<file path="config.mk">
export PLATFORM = sky130hd
export DESIGN_NAME = pcld_front
export DESIGN_NICKNAME = d
export VERILOG_FILES = /design/src/hdl/pcld_pkg.sv /design/src/hdl/pcld_front.sv
export SDC_FILE = /design/constraint.sdc
export NUM_CORES = 2
export LEC_CHECK = 0
export ABC_AREA = 1
export BUFFER_PORTS_ARGS = -buffer_cell sky130_fd_sc_hd__buf_2
export CORE_MARGIN = 2
export CORE_UTILIZATION = 30
export DETAILED_ROUTE_END_ITERATION = 10
export SYNTH_ARGS = -nofsm -noshare
export SYNTH_HDL_FRONTEND = slang
export SYNTH_SLANG_ARGS = --single-unit
</file>
<file path="constraint.sdc">
create_clock -name vclk -period 11.2
set_input_delay 1.68 -clock vclk [all_inputs]
set_output_delay 1.68 -clock vclk [all_outputs]
set_load 0.05 [all_outputs]
</file>
<file path="src/hdl/pcld_pkg.sv">
`timescale 1ns / 1ps
`default_nettype none

package pcld_pkg;

   // widths of the sample path and the gain format
   localparam int SAMPLE_BITS    = 16;
   localparam int GAIN_FRAC_BITS = 16;
   localparam int GAIN_W         = 32;
   localparam int CODE_W         = 16;
   localparam int ERR_BITS       = SAMPLE_BITS + 1;
   localparam int DIFF_W         = ((SAMPLE_BITS > CODE_W) ? SAMPLE_BITS : CODE_W) + 1;
   localparam int DD_W           = DIFF_W + 1;
   localparam int PROD_W         = GAIN_W + DIFF_W;
   localparam int DPROD_W        = GAIN_W + DD_W;
   localparam int ACC_W          = CODE_W + 1 + GAIN_FRAC_BITS;
   localparam int ISUM_W         = PROD_W + 1;
   localparam int SUM_W          = PROD_W + 3;
   localparam int SQ_W           = 2 * DIFF_W;
   localparam int SSUM_W         = 63;
   localparam int CNT_W          = 32;

   // configuration port
   localparam int DATA_W  = 32;
   localparam int IDX_W   = 3;
   localparam int ADDR_W  = IDX_W + 2;

   // queue between front and back
   localparam int QUEUE_DEPTH = 4;
   localparam int QPTR_W      = $clog2(QUEUE_DEPTH);
   localparam int QCNT_W      = $clog2(QUEUE_DEPTH + 1);

   // statistics start values
   localparam logic signed [DIFF_W-1:0] PEAK_HI_INIT = -(DIFF_W'(1) << (ERR_BITS - 1));
   localparam logic signed [DIFF_W-1:0] PEAK_LO_INIT =
      (DIFF_W'(1) << (ERR_BITS - 1)) - DIFF_W'(1);
   localparam logic signed [SUM_W-1:0]  ROUND_HALF   = SUM_W'(1) << (GAIN_FRAC_BITS - 1);

   typedef enum logic [IDX_W-1:0] {
      REG_P_GAIN      = 3'd0,
      REG_KI_GAIN     = 3'd1,
      REG_KD_GAIN     = 3'd2,
      REG_TARGET      = 3'd3,
      REG_OFFSET      = 3'd4,
      REG_LOCK_WINDOW = 3'd5,
      REG_RAILS       = 3'd6,
      REG_INT_LIMITS  = 3'd7
   } reg_index_type;

   // item classes decided by the front
   typedef enum logic [1:0] {
      OP_IDLE    = 2'd0,
      OP_RUN     = 2'd1,
      OP_CLEAR   = 2'd2,
      OP_RESTART = 2'd3
   } op_type;

   typedef struct packed {
      logic signed [GAIN_W-1:0] p_gain;
      logic signed [GAIN_W-1:0] ki_gain;
      logic signed [GAIN_W-1:0] kd_gain;
      logic signed [CODE_W-1:0] target_code;
      logic signed [CODE_W-1:0] drive_offset;
      logic        [CODE_W-1:0] lock_window;
      logic signed [CODE_W-1:0] rail_min;
      logic signed [CODE_W-1:0] rail_max;
      logic signed [CODE_W-1:0] int_min;
      logic signed [CODE_W-1:0] int_max;
   } cfg_type;

   localparam cfg_type CFG_RESET = '{
      p_gain:       32'sd65536,
      ki_gain:      '0,
      kd_gain:      '0,
      target_code:  '0,
      drive_offset: '0,
      lock_window:  '0,
      rail_min:     16'h8000,
      rail_max:     16'h7FFF,
      int_min:      16'h8000,
      int_max:      16'h7FFF
   };

   typedef struct packed {
      op_type                   op;
      logic signed [DIFF_W-1:0] err;
      logic signed [PROD_W-1:0] p_err;
      logic signed [PROD_W-1:0] ki_err;
      logic        [SQ_W-1:0]   sq;
      logic                     locked;
   } q_entry_type;

   typedef struct packed {
      logic full;
      logic empty;
   } q_status_type;

endpackage

`default_nettype wire

</file>
<file path="src/hdl/pcld_front.sv">
`timescale 1ns / 1ps
`default_nettype none

module pcld_front (
   input  wire logic                                  req_valid,
   input  wire logic signed [pcld_pkg::SAMPLE_BITS-1:0] req_sample,
   input  wire logic                                  req_active,
   input  wire logic                                  req_restart,
   input  wire logic                                  req_clear_integral,
   output logic                                       req_stall,
   input  wire pcld_pkg::cfg_type                     cfg,
   input  wire pcld_pkg::q_status_type                q_status,
   output logic                                       push_valid,
   output pcld_pkg::q_entry_type                      push_data
);

   localparam int DW = pcld_pkg::DIFF_W;
   localparam int PW = pcld_pkg::PROD_W;

   logic signed [DW-1:0] err;
   logic        [DW-1:0] aerr;

   assign push_valid = req_valid;
   assign req_stall  = q_status.full;

   // error and the products that do not depend on loop state
   assign err  = DW'(cfg.target_code) - DW'(req_sample);
   assign aerr = err[DW-1] ? DW'(-err) : DW'(err);

   always_comb begin
      if (!req_active) begin
         push_data.op = pcld_pkg::OP_IDLE;
      end else if (req_restart) begin
         push_data.op = pcld_pkg::OP_RESTART;
      end else if (req_clear_integral) begin
         push_data.op = pcld_pkg::OP_CLEAR;
      end else begin
         push_data.op = pcld_pkg::OP_RUN;
      end
      push_data.err    = err;
      push_data.p_err  = PW'(cfg.p_gain) * PW'(err);
      push_data.ki_err = PW'(cfg.ki_gain) * PW'(err);
      push_data.sq     = pcld_pkg::SQ_W'(aerr) * pcld_pkg::SQ_W'(aerr);
      push_data.locked = DW'(cfg.lock_window) >= aerr;
   end

endmodule

`default_nettype wire

</file>
==> reports/metrics.cfg <==
[sta]
rsz0062_at_grt=true
fmax_ghz=0.09208
setup_viol_count_final=0
finalHoldViolCount=0
fin_tns_setup_ns=0
fin_crit_sh=0.9697
worst_pin_slew_ns=0.9470
slew_headroom=0.3686
min_period_ns=10.86
drv_slew=0

[floorplanning]
fp-row-count=145
fp.dieW_um=401.8
core_region_area_sq_um=156800
pin_count=384
start_util=0.3028
die_h_um=401.8
dieArea_sq_um=161400

[setup_path]
cp.depth=32
cp_max_fo=30
criticalPathCategory=in -> out
worstSetupEndpointType=primary output
cpMostUsedCell=fa_1
slowest_stage=fa_1
critPathArrivalTime_ns=9.18
endpoint=push_data[78]
crit_buf_inv=9
critPathLaunchType=primary input
cpLargestDelayFamily=adder cells
slowest_delay_ns=0.56
required_ns=9.52
startpoint=req_sample[12]

[grt]
grt_overflow_total=0
grt_pass1_vias=42220
grt_max_degree=65
grt_pass1_wl_um=239600
track_usage=0.1895
antenna_found_initial=35

[synth]
netlist_area_sq_um=47460
synth_fa_ha_area_frac=0.6176
synth_top_family_by_area=adder cells
yosys_warnings=0
synth_xor_area_frac=0.02839
ys_types=56
synthMuxAreaShare=0
yosys.area_share.simple=0.1631
ys_seq_area_frac=0
synth_compound_area_frac=0.04368
syn_avg_cell_area_sq_um=8.088
synth_cells=5868

[drt]
routedWlPerCell_um=18.47
num_vias=38660
via_per_inst=4.722
drt_iter0_markers=2618
drt-pass1-iter-count=6
drc_errors=0
routed.top_layer=met5
drtAntennaViolNets=0
met2WireLength_um=72860
wl_um=151200
drt-met1-wl_um=61320
wl_met3_um=12710

[layout]
clock_buffers=0
layout_common_cells=1595 x inv_1, 1234 x fa_1, 1030 x nand2_1, 673 x nor2_1, 357 x ha_1
syn2layout_area_growth_pct=10.90
mostFrequentLayoutCell=inv_1
fillers=16650
ff_latch_area_sq_um=0
layout.nets=7948
drive_gt1_frac=0.09632
seq_cells=0

[status]
status=complete, no violations

[place]
dp_hpwl_um=129200
gp_congestion=0.9665
portBuffers=266

[hold_path]
hp-class=in -> out

[flow_run]
drv_cap=0

## through the flow
step,cells,util,setup slack (ns),hold slack (ns),cell area [sq um]
final,8187,0.3358,0.3396,3.360,52640
after global routing,8179,0.3357,-0.05662,3.360,52620
after CTS,8173,0.3337,0.07891,3.360,52310
after detailed placement,8173,0.3337,0.08057,3.360,52310
after global placement,8173,0.3337,0.1045,3.360,52310
after floorplan,5879,-,0.3627,3.527,47500
## Yosys cell counts, types with 5 or more instances
library cell  number  area [sq um]
inv_2             26         97.59
nor2_2            17         106.4
a31oi_1           31         193.9
o21ai_0           95         475.5
buf_1             26         97.59
a21o_1            14         105.1
nor2_4             7         78.83
nor2_1           684          2567
clkinv_1           7         26.28
nand3_2            9         90.09
ha_1             365          4567
o21a_1             5         37.54
xor2_1            92         805.8
o21bai_1           9         67.56
nand2_4            5         56.30
nand2_2           27         168.9
buf_2              5         25.02
nand3_1           63         315.3
buf_6              5         56.30
nand2_1         1036          3889
inv_1           1599          6002
clkbuf_1         144         540.5
o221ai_1           5         43.79
nand4_1           20         125.1
o21ai_1           10         50.05
a21boi_0           9         67.56
a21oi_1          166         830.8
fa_1            1236         24740
buf_4             14         105.1
nor3_1            15         75.07
nor4_1            12         75.07
xnor2_1           50         437.9
nand3b_1          11         82.58
o211ai_1           7         52.55
## cells by family (layout without fill, tap and decap cells)
group                    after synthesis  after routing
adder cells (fa/ha/maj)             1601           1601
AO/OA/AOI/OAI                        367            367
XOR/XNOR                             147            147
AND/OR/NAND/NOR                     1920           1920
buffers and inverters               1831           2067
other                                  2             27
## per-layer routing
layer	global-route usage	up-vias
li1	-	17300
met5	0	-
met4	0.04947	30
met3	0.03931	219
met2	0.3234	1335
met1	0.2436	19770
## worst min-delay path by stage
stage / startpoint / endpoint / cells after the start
2_1_floorplan: req_valid / push_valid / 1
3_3_place_gp: req_valid / push_valid / 0
3_5_place_dp: req_valid / push_valid / 0
4_1_cts: req_valid / push_valid / 0
5_1_grt: q_status[1] / req_stall / 0
6_report: q_status[1] / req_stall / 0
## repair_timing
item                                    CTS  global route
buffers inserted                          0             0
endpoints found under the setup margin    0            40
resized for setup                         0            79
hold buffers                              0             0
## cell type report
class / instances / area, sq um / area share
multi-input combinational: 4048 / 40730 / 0.7738
tap: 2058 / 2575 / 0.04892
timing repair buffer: 430 / 3133 / 0.05952
antenna: 14 / 35.03 / 0.0006656
inverter: 1637 / 6165 / 0.1171
Power is not shown: default switching activity piles up to over one toggle a cycle in this logic, so the estimate is an artifact.
