<file path="config.mk">
export PLATFORM = sky130hd
export DESIGN_NAME = pcld_queue
export DESIGN_NICKNAME = d
export VERILOG_FILES = /design/src/hdl/pcld_pkg.sv /design/src/hdl/pcld_queue.sv
export SDC_FILE = /design/constraint.sdc
export NUM_CORES = 1
export LEC_CHECK = 0
export BUFFER_PORTS_ARGS = -buffer_cell sky130_fd_sc_hd__buf_2
export CORE_UTILIZATION = 45
export DETAILED_ROUTE_END_ITERATION = 12
export GPL_ROUTABILITY_DRIVEN = 1
export PLACE_DENSITY = 0.64
export REMOVE_ABC_BUFFERS = 1
export SKIP_LAST_GASP = 1
export SYNTH_ARGS = -nofsm -noshare
export SYNTH_HDL_FRONTEND = slang
export SYNTH_SLANG_ARGS = --single-unit
</file>
<file path="constraint.sdc">
create_clock -name clock -period 11.8 [get_ports clock]
set_input_delay 2.36 -clock clock [delete_from_list [all_inputs] [get_ports clock]]
set_output_delay 2.36 -clock clock [all_outputs]
set_load 0.005 [all_outputs]
</file>
<file path="src/hdl/pcld_pkg.sv">
`timescale 1ns / 1ps
`default_nettype none

package pcld_pkg;

   // widths of the sample path and the gain format
   localparam int SAMPLE_BITS    = 16;
   localparam int GAIN_FRAC_BITS = 16;
   localparam int GAIN_W         = 32;
   localparam int CODE_W         = 16;
   localparam int ERR_BITS       = SAMPLE_BITS + 1;
   localparam int DIFF_W         = ((SAMPLE_BITS > CODE_W) ? SAMPLE_BITS : CODE_W) + 1;
   localparam int DD_W           = DIFF_W + 1;
   localparam int PROD_W         = GAIN_W + DIFF_W;
   localparam int DPROD_W        = GAIN_W + DD_W;
   localparam int ACC_W          = CODE_W + 1 + GAIN_FRAC_BITS;
   localparam int ISUM_W         = PROD_W + 1;
   localparam int SUM_W          = PROD_W + 3;
   localparam int SQ_W           = 2 * DIFF_W;
   localparam int SSUM_W         = 63;
   localparam int CNT_W          = 32;

   // configuration port
   localparam int DATA_W  = 32;
   localparam int IDX_W   = 3;
   localparam int ADDR_W  = IDX_W + 2;

   // queue between front and back
   localparam int QUEUE_DEPTH = 4;
   localparam int QPTR_W      = $clog2(QUEUE_DEPTH);
   localparam int QCNT_W      = $clog2(QUEUE_DEPTH + 1);

   // statistics start values
   localparam logic signed [DIFF_W-1:0] PEAK_HI_INIT = -(DIFF_W'(1) << (ERR_BITS - 1));
   localparam logic signed [DIFF_W-1:0] PEAK_LO_INIT =
      (DIFF_W'(1) << (ERR_BITS - 1)) - DIFF_W'(1);
   localparam logic signed [SUM_W-1:0]  ROUND_HALF   = SUM_W'(1) << (GAIN_FRAC_BITS - 1);

   typedef enum logic [IDX_W-1:0] {
      REG_P_GAIN      = 3'd0,
      REG_KI_GAIN     = 3'd1,
      REG_KD_GAIN     = 3'd2,
      REG_TARGET      = 3'd3,
      REG_OFFSET      = 3'd4,
      REG_LOCK_WINDOW = 3'd5,
      REG_RAILS       = 3'd6,
      REG_INT_LIMITS  = 3'd7
   } reg_index_type;

   // item classes decided by the front
   typedef enum logic [1:0] {
      OP_IDLE    = 2'd0,
      OP_RUN     = 2'd1,
      OP_CLEAR   = 2'd2,
      OP_RESTART = 2'd3
   } op_type;

   typedef struct packed {
      logic signed [GAIN_W-1:0] p_gain;
      logic signed [GAIN_W-1:0] ki_gain;
      logic signed [GAIN_W-1:0] kd_gain;
      logic signed [CODE_W-1:0] target_code;
      logic signed [CODE_W-1:0] drive_offset;
      logic        [CODE_W-1:0] lock_window;
      logic signed [CODE_W-1:0] rail_min;
      logic signed [CODE_W-1:0] rail_max;
      logic signed [CODE_W-1:0] int_min;
      logic signed [CODE_W-1:0] int_max;
   } cfg_type;

   localparam cfg_type CFG_RESET = '{
      p_gain:       32'sd65536,
      ki_gain:      '0,
      kd_gain:      '0,
      target_code:  '0,
      drive_offset: '0,
      lock_window:  '0,
      rail_min:     16'h8000,
      rail_max:     16'h7FFF,
      int_min:      16'h8000,
      int_max:      16'h7FFF
   };

   typedef struct packed {
      op_type                   op;
      logic signed [DIFF_W-1:0] err;
      logic signed [PROD_W-1:0] p_err;
      logic signed [PROD_W-1:0] ki_err;
      logic        [SQ_W-1:0]   sq;
      logic                     locked;
   } q_entry_type;

   typedef struct packed {
      logic full;
      logic empty;
   } q_status_type;

endpackage

`default_nettype wire

</file>
<file path="src/hdl/pcld_queue.sv">
`timescale 1ns / 1ps
`default_nettype none

module pcld_queue (
   input  wire logic                    clock,
   input  wire logic                    reset,
   input  wire logic                    push_valid,
   input  wire pcld_pkg::q_entry_type   push_data,
   input  wire logic                    pop_en,
   output pcld_pkg::q_entry_type        head,
   output pcld_pkg::q_status_type       q_status
);

   localparam int QD = pcld_pkg::QUEUE_DEPTH;
   localparam int PW = pcld_pkg::QPTR_W;
   localparam int CW = pcld_pkg::QCNT_W;

   pcld_pkg::q_entry_type entry_ff [QD];
   logic [PW-1:0] wr_ptr_ff, wr_ptr_in, rd_ptr_ff, rd_ptr_in;
   logic [CW-1:0] count_ff, count_in;
   logic          do_push, do_pop;

   assign q_status.full  = (count_ff == CW'(QD));
   assign q_status.empty = (count_ff == '0);
   assign do_push = push_valid && !q_status.full;
   assign do_pop  = pop_en && !q_status.empty;
   assign head    = entry_ff[rd_ptr_ff];

   // pointer and fill count
   always_comb begin
      wr_ptr_in = wr_ptr_ff;
      rd_ptr_in = rd_ptr_ff;
      count_in  = count_ff;
      if (do_push) begin
         wr_ptr_in = (wr_ptr_ff == PW'(QD - 1)) ? '0 : wr_ptr_ff + PW'(1);
      end
      if (do_pop) begin
         rd_ptr_in = (rd_ptr_ff == PW'(QD - 1)) ? '0 : rd_ptr_ff + PW'(1);
      end
      if (do_push && !do_pop) begin
         count_in = count_ff + CW'(1);
      end else if (do_pop && !do_push) begin
         count_in = count_ff - CW'(1);
      end
   end

   always_ff @(posedge clock) begin
      if (reset) begin
         wr_ptr_ff <= '0;
         rd_ptr_ff <= '0;
         count_ff  <= '0;
      end else begin
         wr_ptr_ff <= wr_ptr_in;
         rd_ptr_ff <= rd_ptr_in;
         count_ff  <= count_in;
      end
   end

   // entry storage
   always_ff @(posedge clock) begin
      if (do_push) begin
         entry_ff[wr_ptr_ff] <= push_data;
      end
   end

endmodule

`default_nettype wire

</file>
==> flow_summary.ini <==
[run_status]
status = finished clean

[clock_network]
cts.htree.levels = 2
root_buffer = clkbuf_16
cts_sinks = 617
cts_tree = done
cts_buffer_depth = 3
path_clk_slew_ps = 60
postCtsSetupBuffers = 0
insertion_delay_ps = 600
cts_resized = 0
numCtsBuffers = 61
cts_hold_buf = 0

[hold_path]
whs_path_depth = 2
hp-class = flop to flop

[detailed_routing]
vias_per_cell = 5.22
dr_total_vias = 9994
drc = 0
wire_per_inst_um = 22.1
first_iter_violations = 584
dr.pass1.iters = 4
antenna_left = 0
wirelength_um = 42400

[sta]
fmax_mhz = 168
maxSlewHeadroom_pct = 31.2
fin_tns_setup_ps = 0
min_period_ps = 5960
hold_viol_final = 0
setup_ws_ps = 5840
rsz0062_at_grt = no
maxSlewViolCount = 0
worst_clock_skew_ps = 15.8
worstMarginPinSlew_ps = 1030
post-route-period-util_pct = 50.5
setup_violations = 0

[setup_path]
endpoint_kind = primary output
crit_chain = buf_4 > buf_4 > mux4_2 > buf_2
critPathKind = flop to primary output
cp_num_cells = 4
worst_ep_required_time_ps = 9440
crit_buf_inv = 3
critPathLaunchType = flop
worstRegToRegCells = 3
slowest_delay_ps = 840
worstPathMaxFanout = 46
arrival_ps = 3600
path_delay_family = buffers and inverters
cp_slowest_cell = buf_4
cp_common_cell = buf_4

[power_and_ir_drop]
leakage_nw = 8.88
power.density_mw_per_mm2 = 214
ir_drop_mv = 0.138

[global_route]
grt_max_degree = 58
grt_pass1_wl_um = 63400
grt-ovfl-total = 0
track_usage_pct = 16.8
first_global_vias = 10300
antenna_found_initial = 11

[die]
boundaryPins = 310
initial_core_util_pct = 45.7
die_w_um = 225
core-area_mm2 = 0.0490
dieArea_mm2 = 0.0506
fp.dieH_um = 225
num_rows = 81

[synth]
ys_ff_latch = 617
yosysWarnings = 0
synth-async-reset-ratio_pct = 0
yosysMostFrequentCell = edfxtp_1
avgSynthCellArea_um2 = 26.5
ys.flop_type = edfxtp_1
synth.area.top_cells = edfxtp_1 82%, mux4_2 15%, dfxtp_1 0.81%, buf_6 0.50%, buf_2 0.40%
yosysSeqAreaShare_pct = 82.4
yosys-top-cells-count = 608 x edfxtp_1, 152 x mux4_2, 18 x buf_2
yosys.cell_types.count = 22
syn_area_mm2 = 0.0224
yosys.area.top_type_share_pct = 81.6
synth-edff-count = 608
synthCells = 844
yosysTopAreaCell = edfxtp_1

[final_layout]
drive_gt1_share_pct = 46.2
register_area_mm2 = 0.0184
multi_input_area_mm2 = 0.00370
nets = 1356
syn2layout_area_growth_pct = 19.5
n_fill_cell = 3687

[placement]
place_ws_ps = 6240
io_buffers = 309
gp_congestion = 0.715
dp_hpwl_um = 25000

[job]
cap_viol_max_count = 0
[metrics by stage]
stage / power (W) / cells / cell area [µm²] / hold WS [ps] / util [%]
after global placement: 0.00380 / 1794 / 24600 / 499 / 50.3
after CTS: 0.00581 / 1907 / 26700 / 522 / 54.6
after global routing: 0.00595 / 1910 / 26700 / 530 / 54.6
after detailed placement: 0.00382 / 1794 / 24600 / 513 / 50.3
final: 0.00572 / 1915 / 26700 / 506 / 54.6
after floorplan: 0.00348 / 808 / 22100 / 456 / -
[path summary, 6_finish.rpt]
path | from | end | slack (ps)
min reg2reg | rd_ptr_ff[0] | flop | 510
max reg2reg | count_ff[0] | entry_ff[0][121] | 9030
max | flop | head[127] | 5840
min | rd_ptr_ff[0] | flop | 510
[layout make-up]
cell class	instances	area share, %
Clock inverter	46	1.99
Timing Repair Buffer	322	6.15
Tap cell	664	3.11
Inverter	5	0.0749
Multi-Input combinational cell	186	13.8
Antenna cell	8	0.0749
Sequential cell	617	69.0
Clock buffer	67	5.79
[metal layers]
metal / GRT usage, % / part of all wire, % / up-vias
li1: - / - / 4384
met1: 22.7 / 42 / 5254
met2: 25.7 / 47 / 267
met3: 5.67 / 8.3 / 79
met4: 5.82 / 2.6 / 10
met5: 0 / 0.16 / -
[cells in the final DEF, fill, tap and decap left out, types with 6 or more instances in the layout]
cell	synthesis	routed
diode_2	0	8
clkbuf_1	8	6
buf_4	0	13
clkinv_2	1	11
ha_1	6	6
clkbuf_16	0	61
clkinv_1	0	14
edfxtp_1	608	608
dfxtp_1	9	7
buf_2	18	309
mux4_2	152	152
bufinv_16	0	11
[cell families after synthesis]
group / after synthesis / share of synthesized area [%]
AOI/OAI and AO/OA: 7 / 0.179
xor gates and xnor gates: 2 / 0.0783
adders and majority gates: 7 / 0.425
buffers and inverters: 41 / 1.13
DFF: 617 / 82.4
muxes: 154 / 15.4
and+or+nand+nor: 16 / 0.380
[power by group]
group	switching (W)	total (W)	internal [W]	leakage (nW)
registers	0.0000768	0.00273	0.00265	5.65
clock network	0.000796	0.00198	0.00119	1.01
logic	0.000498	0.00101	0.000509	2.23
total	0.00137	0.00572	0.00435	8.88
[flip-flops by register name, indices dropped and copies added (netlist names), named ones only]
name	flops
entry_ff	608
count_ff	3
rd_ptr_ff	2
wr_ptr_ff	2
[worst register-to-register path, delay by kind of cell, from the launching register on]
kind / cells / cell delay [ps]
buffers and inverters: 1 / 830
flip-flops: 1 / 430
AND/OR/NAND/NOR: 2 / 1060
(Power assumes the default switching activity.)
