$ cat config.mk
export PLATFORM = sky130hd
export DESIGN_NAME = pcld_back
export DESIGN_NICKNAME = d
export VERILOG_FILES = /design/src/hdl/pcld_pkg.sv /design/src/hdl/pcld_back.sv
export SDC_FILE = /design/constraint.sdc
export NUM_CORES = 2
export LEC_CHECK = 0
export CAP_MARGIN = 30
export CORE_ASPECT_RATIO = 1.25
export CORE_MARGIN = 2
export CORE_UTILIZATION = 35
export CTS_CLUSTER_DIAMETER = 40
export DETAILED_ROUTE_END_ITERATION = 10
export DONT_BUFFER_PORTS = 1
export HOLD_SLACK_MARGIN = 0.02
export PLACE_DENSITY = 0.56
export SLEW_MARGIN = 20
export SYNTH_ARGS = -nofsm -noshare
export SYNTH_HDL_FRONTEND = slang
export SYNTH_SLANG_ARGS = --single-unit
$ cat constraint.sdc
create_clock -name clock -period 33.2 [get_ports clock]
set_input_delay 4.98 -clock clock [delete_from_list [all_inputs] [get_ports clock]]
set_output_delay 4.98 -clock clock [all_outputs]
set_load 0.02 [all_outputs]
$ cat src/hdl/pcld_pkg.sv
`timescale 1ns / 1ps
`default_nettype none

package pcld_pkg;

   // widths of the sample path and the gain format
   localparam int SAMPLE_BITS    = 16;
   localparam int GAIN_FRAC_BITS = 16;
   localparam int GAIN_W         = 32;
   localparam int CODE_W         = 16;
   localparam int ERR_BITS       = SAMPLE_BITS + 1;
   localparam int DIFF_W         = ((SAMPLE_BITS > CODE_W) ? SAMPLE_BITS : CODE_W) + 1;
   localparam int DD_W           = DIFF_W + 1;
   localparam int PROD_W         = GAIN_W + DIFF_W;
   localparam int DPROD_W        = GAIN_W + DD_W;
   localparam int ACC_W          = CODE_W + 1 + GAIN_FRAC_BITS;
   localparam int ISUM_W         = PROD_W + 1;
   localparam int SUM_W          = PROD_W + 3;
   localparam int SQ_W           = 2 * DIFF_W;
   localparam int SSUM_W         = 63;
   localparam int CNT_W          = 32;

   // configuration port
   localparam int DATA_W  = 32;
   localparam int IDX_W   = 3;
   localparam int ADDR_W  = IDX_W + 2;

   // queue between front and back
   localparam int QUEUE_DEPTH = 4;
   localparam int QPTR_W      = $clog2(QUEUE_DEPTH);
   localparam int QCNT_W      = $clog2(QUEUE_DEPTH + 1);

   // statistics start values
   localparam logic signed [DIFF_W-1:0] PEAK_HI_INIT = -(DIFF_W'(1) << (ERR_BITS - 1));
   localparam logic signed [DIFF_W-1:0] PEAK_LO_INIT =
      (DIFF_W'(1) << (ERR_BITS - 1)) - DIFF_W'(1);
   localparam logic signed [SUM_W-1:0]  ROUND_HALF   = SUM_W'(1) << (GAIN_FRAC_BITS - 1);

   typedef enum logic [IDX_W-1:0] {
      REG_P_GAIN      = 3'd0,
      REG_KI_GAIN     = 3'd1,
      REG_KD_GAIN     = 3'd2,
      REG_TARGET      = 3'd3,
      REG_OFFSET      = 3'd4,
      REG_LOCK_WINDOW = 3'd5,
      REG_RAILS       = 3'd6,
      REG_INT_LIMITS  = 3'd7
   } reg_index_type;

   // item classes decided by the front
   typedef enum logic [1:0] {
      OP_IDLE    = 2'd0,
      OP_RUN     = 2'd1,
      OP_CLEAR   = 2'd2,
      OP_RESTART = 2'd3
   } op_type;

   typedef struct packed {
      logic signed [GAIN_W-1:0] p_gain;
      logic signed [GAIN_W-1:0] ki_gain;
      logic signed [GAIN_W-1:0] kd_gain;
      logic signed [CODE_W-1:0] target_code;
      logic signed [CODE_W-1:0] drive_offset;
      logic        [CODE_W-1:0] lock_window;
      logic signed [CODE_W-1:0] rail_min;
      logic signed [CODE_W-1:0] rail_max;
      logic signed [CODE_W-1:0] int_min;
      logic signed [CODE_W-1:0] int_max;
   } cfg_type;

   localparam cfg_type CFG_RESET = '{
      p_gain:       32'sd65536,
      ki_gain:      '0,
      kd_gain:      '0,
      target_code:  '0,
      drive_offset: '0,
      lock_window:  '0,
      rail_min:     16'h8000,
      rail_max:     16'h7FFF,
      int_min:      16'h8000,
      int_max:      16'h7FFF
   };

   typedef struct packed {
      op_type                   op;
      logic signed [DIFF_W-1:0] err;
      logic signed [PROD_W-1:0] p_err;
      logic signed [PROD_W-1:0] ki_err;
      logic        [SQ_W-1:0]   sq;
      logic                     locked;
   } q_entry_type;

   typedef struct packed {
      logic full;
      logic empty;
   } q_status_type;

endpackage

`default_nettype wire

$ cat src/hdl/pcld_back.sv
`timescale 1ns / 1ps
`default_nettype none

module pcld_back (
   input  wire logic                                   clock,
   input  wire logic                                   reset,
   input  wire pcld_pkg::cfg_type                      cfg,
   input  wire pcld_pkg::q_entry_type                  head,
   input  wire pcld_pkg::q_status_type                 q_status,
   output logic                                        pop_en,
   output logic                                        rsp_valid,
   input  wire logic                                   rsp_stall,
   output logic signed [pcld_pkg::CODE_W-1:0]          rsp_drive,
   output logic                                        rsp_locked,
   output logic signed [pcld_pkg::ERR_BITS-1:0]        rsp_error_now,
   output logic signed [pcld_pkg::CODE_W-1:0]          rsp_integral_now,
   output logic signed [pcld_pkg::ERR_BITS-1:0]        rsp_error_peak_high,
   output logic signed [pcld_pkg::ERR_BITS-1:0]        rsp_error_peak_low,
   output logic        [pcld_pkg::CNT_W-1:0]           rsp_update_total,
   output logic        [pcld_pkg::SSUM_W-1:0]          rsp_squared_error_sum
);

   localparam int DW  = pcld_pkg::DIFF_W;
   localparam int DDW = pcld_pkg::DD_W;
   localparam int PW  = pcld_pkg::PROD_W;
   localparam int KW  = pcld_pkg::DPROD_W;
   localparam int AW  = pcld_pkg::ACC_W;
   localparam int IW  = pcld_pkg::ISUM_W;
   localparam int SW  = pcld_pkg::SUM_W;
   localparam int GF  = pcld_pkg::GAIN_FRAC_BITS;
   localparam int CW  = pcld_pkg::CODE_W;
   localparam int EW  = pcld_pkg::ERR_BITS;
   localparam int NW  = pcld_pkg::CNT_W;
   localparam int QW  = pcld_pkg::SSUM_W;

   // loop state
   logic signed [AW-1:0] acc_ff, acc_in;
   logic signed [DW-1:0] prev_ff, prev_in;
   logic signed [DW-1:0] peak_hi_ff, peak_hi_in, peak_lo_ff, peak_lo_in;
   logic        [NW-1:0] cnt_ff, cnt_in;
   logic        [QW-1:0] sqsum_ff, sqsum_in;

   // working values at the queue head
   logic                 back_en, pop, run;
   logic signed [AW-1:0] base_acc;
   logic signed [DW-1:0] base_prev, base_hi, base_lo;
   logic        [NW-1:0] base_cnt;
   logic        [QW-1:0] base_sq;
   logic signed [IW-1:0] acc_sum, imax, imin, acc_sel;
   logic        [QW:0]   sq_tmp;

   // stage one
   logic                  s1_valid_ff, s1_active_ff, s1_locked_ff;
   logic signed [DW-1:0]  s1_err_ff, s1_hi_ff, s1_lo_ff;
   logic signed [DDW-1:0] s1_diff_ff;
   logic signed [PW-1:0]  s1_p_err_ff;
   logic signed [AW-1:0]  s1_acc_ff;
   logic        [NW-1:0]  s1_cnt_ff;
   logic        [QW-1:0]  s1_sq_ff;

   // stage two
   logic                  s2_valid_ff, s2_active_ff, s2_locked_ff;
   logic signed [DW-1:0]  s2_err_ff, s2_hi_ff, s2_lo_ff;
   logic signed [KW-1:0]  s2_kd_ff;
   logic signed [SW-1:0]  s2_part_ff;
   logic signed [AW-1:0]  s2_acc_ff;
   logic        [NW-1:0]  s2_cnt_ff;
   logic        [QW-1:0]  s2_sq_ff;

   // output stage
   logic                  rsp_valid_ff;
   logic signed [SW-1:0]  total, drv_shift, rmax, rmin;
   logic signed [CW-1:0]  drive_clamp;

   assign back_en = !rsp_valid_ff || !rsp_stall;
   assign pop     = back_en && !q_status.empty;
   assign pop_en  = pop;

   // item class sets the starting state of this update
   always_comb begin
      base_acc  = acc_ff;
      base_prev = prev_ff;
      base_hi   = peak_hi_ff;
      base_lo   = peak_lo_ff;
      base_cnt  = cnt_ff;
      base_sq   = sqsum_ff;
      run       = 1'b1;
      case (head.op)
         pcld_pkg::OP_IDLE: begin
            run = 1'b0;
         end
         pcld_pkg::OP_RUN: begin
            run = 1'b1;
         end
         pcld_pkg::OP_CLEAR: begin
            base_acc = '0;
         end
         pcld_pkg::OP_RESTART: begin
            base_acc  = '0;
            base_prev = '0;
            base_hi   = pcld_pkg::PEAK_HI_INIT;
            base_lo   = pcld_pkg::PEAK_LO_INIT;
            base_cnt  = '0;
            base_sq   = '0;
         end
         default: begin
            run = 1'b0;
         end
      endcase
   end

   // integral update and clamp, max is checked first
   assign acc_sum = IW'(base_acc) + IW'(head.ki_err);
   assign imax    = IW'(cfg.int_max) <<< GF;
   assign imin    = IW'(cfg.int_min) <<< GF;

   always_comb begin
      if (acc_sum > imax) begin
         acc_sel = imax;
      end else if (acc_sum < imin) begin
         acc_sel = imin;
      end else begin
         acc_sel = acc_sum;
      end
   end

   // saturating square sum
   assign sq_tmp = {1'b0, base_sq} + (QW + 1)'(head.sq);

   // next loop state
   always_comb begin
      acc_in     = acc_ff;
      prev_in    = prev_ff;
      peak_hi_in = peak_hi_ff;
      peak_lo_in = peak_lo_ff;
      cnt_in     = cnt_ff;
      sqsum_in   = sqsum_ff;
      if (pop && run) begin
         acc_in     = acc_sel[AW-1:0];
         prev_in    = head.err;
         peak_hi_in = (head.err > base_hi) ? head.err : base_hi;
         peak_lo_in = (head.err < base_lo) ? head.err : base_lo;
         cnt_in     = (&base_cnt) ? base_cnt : base_cnt + NW'(1);
         sqsum_in   = sq_tmp[QW] ? {QW{1'b1}} : sq_tmp[QW-1:0];
      end
   end

   always_ff @(posedge clock) begin
      if (reset) begin
         acc_ff     <= '0;
         prev_ff    <= '0;
         peak_hi_ff <= pcld_pkg::PEAK_HI_INIT;
         peak_lo_ff <= pcld_pkg::PEAK_LO_INIT;
         cnt_ff     <= '0;
         sqsum_ff   <= '0;
      end else begin
         acc_ff     <= acc_in;
         prev_ff    <= prev_in;
         peak_hi_ff <= peak_hi_in;
         peak_lo_ff <= peak_lo_in;
         cnt_ff     <= cnt_in;
         sqsum_ff   <= sqsum_in;
      end
   end

   // stage valid bits
   always_ff @(posedge clock) begin
      if (reset) begin
         s1_valid_ff  <= 1'b0;
         s2_valid_ff  <= 1'b0;
         rsp_valid_ff <= 1'b0;
      end else if (back_en) begin
         s1_valid_ff  <= pop;
         s2_valid_ff  <= s1_valid_ff;
         rsp_valid_ff <= s2_valid_ff;
      end
   end

   // stage one: snapshot of the update and the derivative difference
   always_ff @(posedge clock) begin
      if (pop) begin
         s1_active_ff <= run;
         s1_locked_ff <= head.locked;
         s1_err_ff    <= head.err;
         s1_diff_ff   <= DDW'(head.err) - DDW'(base_prev);
         s1_p_err_ff  <= head.p_err;
         s1_acc_ff    <= acc_in;
         s1_hi_ff     <= peak_hi_in;
         s1_lo_ff     <= peak_lo_in;
         s1_cnt_ff    <= cnt_in;
         s1_sq_ff     <= sqsum_in;
      end
   end

   // stage two: derivative product and partial drive sum
   always_ff @(posedge clock) begin
      if (back_en) begin
         s2_active_ff <= s1_active_ff;
         s2_locked_ff <= s1_locked_ff;
         s2_err_ff    <= s1_err_ff;
         s2_kd_ff     <= KW'(cfg.kd_gain) * KW'(s1_diff_ff);
         s2_part_ff   <= SW'(s1_p_err_ff) + SW'(s1_acc_ff) + (SW'(cfg.drive_offset) <<< GF);
         s2_acc_ff    <= s1_acc_ff;
         s2_hi_ff     <= s1_hi_ff;
         s2_lo_ff     <= s1_lo_ff;
         s2_cnt_ff    <= s1_cnt_ff;
         s2_sq_ff     <= s1_sq_ff;
      end
   end

   // round half up, then rail clamp with max checked first
   assign total     = s2_part_ff + SW'(s2_kd_ff) + pcld_pkg::ROUND_HALF;
   assign drv_shift = total >>> GF;
   assign rmax      = SW'(cfg.rail_max);
   assign rmin      = SW'(cfg.rail_min);

   always_comb begin
      if (drv_shift > rmax) begin
         drive_clamp = cfg.rail_max;
      end else if (drv_shift < rmin) begin
         drive_clamp = cfg.rail_min;
      end else begin
         drive_clamp = drv_shift[CW-1:0];
      end
   end

   // output register
   always_ff @(posedge clock) begin
      if (back_en) begin
         rsp_drive             <= s2_active_ff ? drive_clamp : '0;
         rsp_locked            <= s2_active_ff && s2_locked_ff;
         rsp_error_now         <= s2_active_ff ? s2_err_ff[EW-1:0] : '0;
         rsp_integral_now      <= s2_acc_ff[GF+CW-1:GF];
         rsp_error_peak_high   <= s2_hi_ff[EW-1:0];
         rsp_error_peak_low    <= s2_lo_ff[EW-1:0];
         rsp_update_total      <= s2_cnt_ff;
         rsp_squared_error_sum <= s2_sq_ff;
      end
   end

   assign rsp_valid = rsp_valid_ff;

   // update count only drops on a restart
   a_cnt_mono: assert property (@(posedge clock) disable iff (reset)
      ($past(!reset) && !$past(pop && head.op == pcld_pkg::OP_RESTART))
         |-> (cnt_ff >= $past(cnt_ff)))
      else $error("update count fell without restart");

   // square sum only drops on a restart
   a_sq_mono: assert property (@(posedge clock) disable iff (reset)
      ($past(!reset) && !$past(pop && head.op == pcld_pkg::OP_RESTART))
         |-> (sqsum_ff >= $past(sqsum_ff)))
      else $error("square sum fell without restart");

   // once any update ran the peaks are ordered
   a_peak_order: assert property (@(posedge clock) disable iff (reset)
      (cnt_ff != '0) |-> (peak_lo_ff <= peak_hi_ff))
      else $error("error peaks out of order");

   // loop state moves only when an item leaves the queue
   a_state_hold: assert property (@(posedge clock) disable iff (reset)
      ($past(!reset) && !$past(pop)) |-> ($stable(acc_ff) && $stable(prev_ff)))
      else $error("loop state changed without an item");

endmodule

`default_nettype wire

==> impl_metrics.toml <==
[placement]
placed_cell_area_sq_um = 67510
dp_cells = 8304
port_buffers = 0
hpwl_microns = 136600
place.gp.congestion = 0.8693

[logic_synthesis]
synth-edff-count = 692
yosysWarningCount = 0
synthArstFlopShare_pct = 0
synth-seq-cells = 874
postSynthNetCount = 7590
ys_top_cells_by_area = "edfxtp_1, fa_1, ha_1"
synth_top_area_share_pct = 32.02
synth.yosys.seq_area_share_pct = 37.63
synth_area_per_cell_sq_um = 10.68
synth-main-ff-cell = "edfxtp_1"
yosysTopAreaCell = "edfxtp_1"
synth_cell_types = 84
syn_inst = 6078
syn_area_sq_um = 64900

[cells_and_area]
final_cell_mix = "inv_1, edfxtp_1, nand2_1, fa_1, ha_1"
multi_input_area_sq_um = 36720
nets = 7548
postLayoutCoreUtil_pct = 39.21
layout-drive-gt1-share_pct = 5.142
area_growth_pct = 11.21
instances_no_fill = 8561
layout_commonest_cell = "inv_1"
design_area_sq_um = 72180
final-seq-area_sq_um = 24420
n_fill_cell = 17950

[worst_setup_path]
regToRegStartpoint = "acc_ff[0]$_SDFF_PP0_"
cp-startpoint = "head[151]"
critPathRequiredTime_ps = 33900
startpoint_type = "input port"
worstPathMaxFanout = 36
cp.arrival_ps = 13080
critPathKind = "in2reg"
endpoint_kind = "register"

[hold_path]
hold_path_class = "reg2reg"
worstHoldStart = "s1_sq_ff[52]$_DFFE_PP_"

[clock_tree]
clk_latency_ps = 790
cts_resized = 0
holdBufCountCts = 0
clockRootBuffer = "clkbuf_16"
h-tree-depth = 4
cts_buffer_depth = 3
post_cts_buffers = 0
cts_made_buffers = 131
cts_sinks = 874
cts_tree = "yes"
clk_pin_slew_worst_paths_ps = 60

[floorplanning]
fp.dieArea_sq_um = 188900
core-area_sq_um = 184100
die_y_microns = 485.5
start_util_pct = 35.26
rows = 176
io_pins = 546
die_w_microns = 389.2

[timing]
hold_violations = 0
skew_ps = 56.58
slew_headroom_pct = 32.93
grt_setup_unrepaired = "no"
fin_crit_sh_pct = 37.29
fin_crit_ps = 12380
slew_viol_final = 0
finalSetupViolations = 0
tightest_slew_ps = 984.9
max_clock_freq_mhz = 80.77
tns_ps = 0

[routing]
viasPerCell = 5.171
avgRoutedWirePerCell_microns = 21.18
drc_errors = 0
postRouteAntennaNets = 0
drtIter0Drc = 2477
wl_microns = 181300
dr.pass1.iters = 5
vias = 44272

[run]
maxCapViolations = 0

[global_routing]
grt_pass1_vias = 47280
grt_start_max_net_pins = 147
antenna_found_initial = 22
grt_first_pass_wirelength_microns = 281400
grt_overflow = 0
grt_usage_pct = 19.35

[run_status]
status = "finished, final reports clean"
[worst paths after layout]
kind	to	slack (ps)	cells after the start
setup / recovery	acc_ff[0]$_SDFF_PP0_	20820	27
hold / removal	s2_sq_ff[52]$_DFFE_PN_	410	0
setup reg to reg	acc_ff[0]$_SDFF_PP0_	24660	27
hold reg to reg	s2_sq_ff[52]$_DFFE_PN_	410	0
[worst max-delay path, stage by stage]
cell	delay (ps)
nor2b_1	40
ha_1	200
fa_1	410
a21o_1	200
a21oi_2	210
o21ai_2	110
a41oi_2	380
a31oi_1	290
a21boi_0	650
o221a_2	350
o21ai_0	130
o41ai_1	520
o21ai_0	230
a21oi_1	210
xnor2_1	110
ha_1	300
nand3_1	100
nor3_1	450
nand4_1	290
or4_1	550
nor4_1	340
nand4b_1	230
o21ai_4	780
nor2b_1	210
buf_4	250
and2b_4	310
a22o_1	170
[metrics by stage]
step                      worst slack (ps)  hold slack (ps)
after CTS                            20970            401.3
after global routing                 20580            398.9
final                                20820            405.2
after floorplan                      10930            400.3
after detailed placement             20160            404.5
after global placement               20270            400.7
[layer usage]
layer  vias up  GRT usage [%]  wire length (microns)
met5         -              0                     80
met4        12          5.685                   5021
met3       266          5.636                  13380
met2      1054          33.14                  88010
met1     22257          23.47                  74790
li1      20683              -                      -
[final cells by class]
cell class	instances	share of cell area (%)
tap	2403	4.165
inverter	791	4.113
multi-input combinational	4188	50.87
clock inverter	93	1.718
timing repair buffer	50	0.5928
sequential	874	33.84
antenna	13	0.04507
clock buffer	149	4.663
[state kept, by name, summed over array words and instances, names as in the netlist, 18 cells and up]
register               count
rsp_squared_error_sum     63
s1_sq_ff                  63
s2_sq_ff                  63
sqsum_ff                  63
s2_part_ff                51
s2_kd_ff                  50
s1_p_err_ff               49
acc_ff                    33
s1_acc_ff                 33
cnt_ff                    32
rsp_update_total          32
s1_cnt_ff                 32
s2_cnt_ff                 32
s1_diff_ff                18
[synthesized netlist by cell type (89+ instances only)]
cell type    n
a21o_1     174
xnor2_1    144
ha_1       557
nor2b_1    139
a21oi_1    295
edfxtp_1   692
nand3_1     89
o21ai_0    177
and2_1     298
inv_1      790
nand2_1    612
fa_1       590
dfxtp_1    182
clkbuf_1   204
nor2_1     258
[cells by family (layout without fill, tap and decap cells)]
| group | count (synthesis) | after routing | share of synthesized area [%] |
|---|---|---|---|
| compound gates | 1089 | 1089 | 11.11 |
| other cells | 0 | 13 | 0 |
| xor+xnor | 216 | 216 | 2.915 |
| simple gates | 1687 | 1687 | 12.73 |
| fa+ha+maj | 1147 | 1147 | 28.94 |
| mux | 49 | 49 | 0.7846 |
| flops | 874 | 874 | 37.63 |
| buf+inv | 1016 | 1083 | 5.899 |
Power is left out: the tool's default activity adds up to more than one toggle a clock period on the data nets, which glitch-free logic cannot reach.
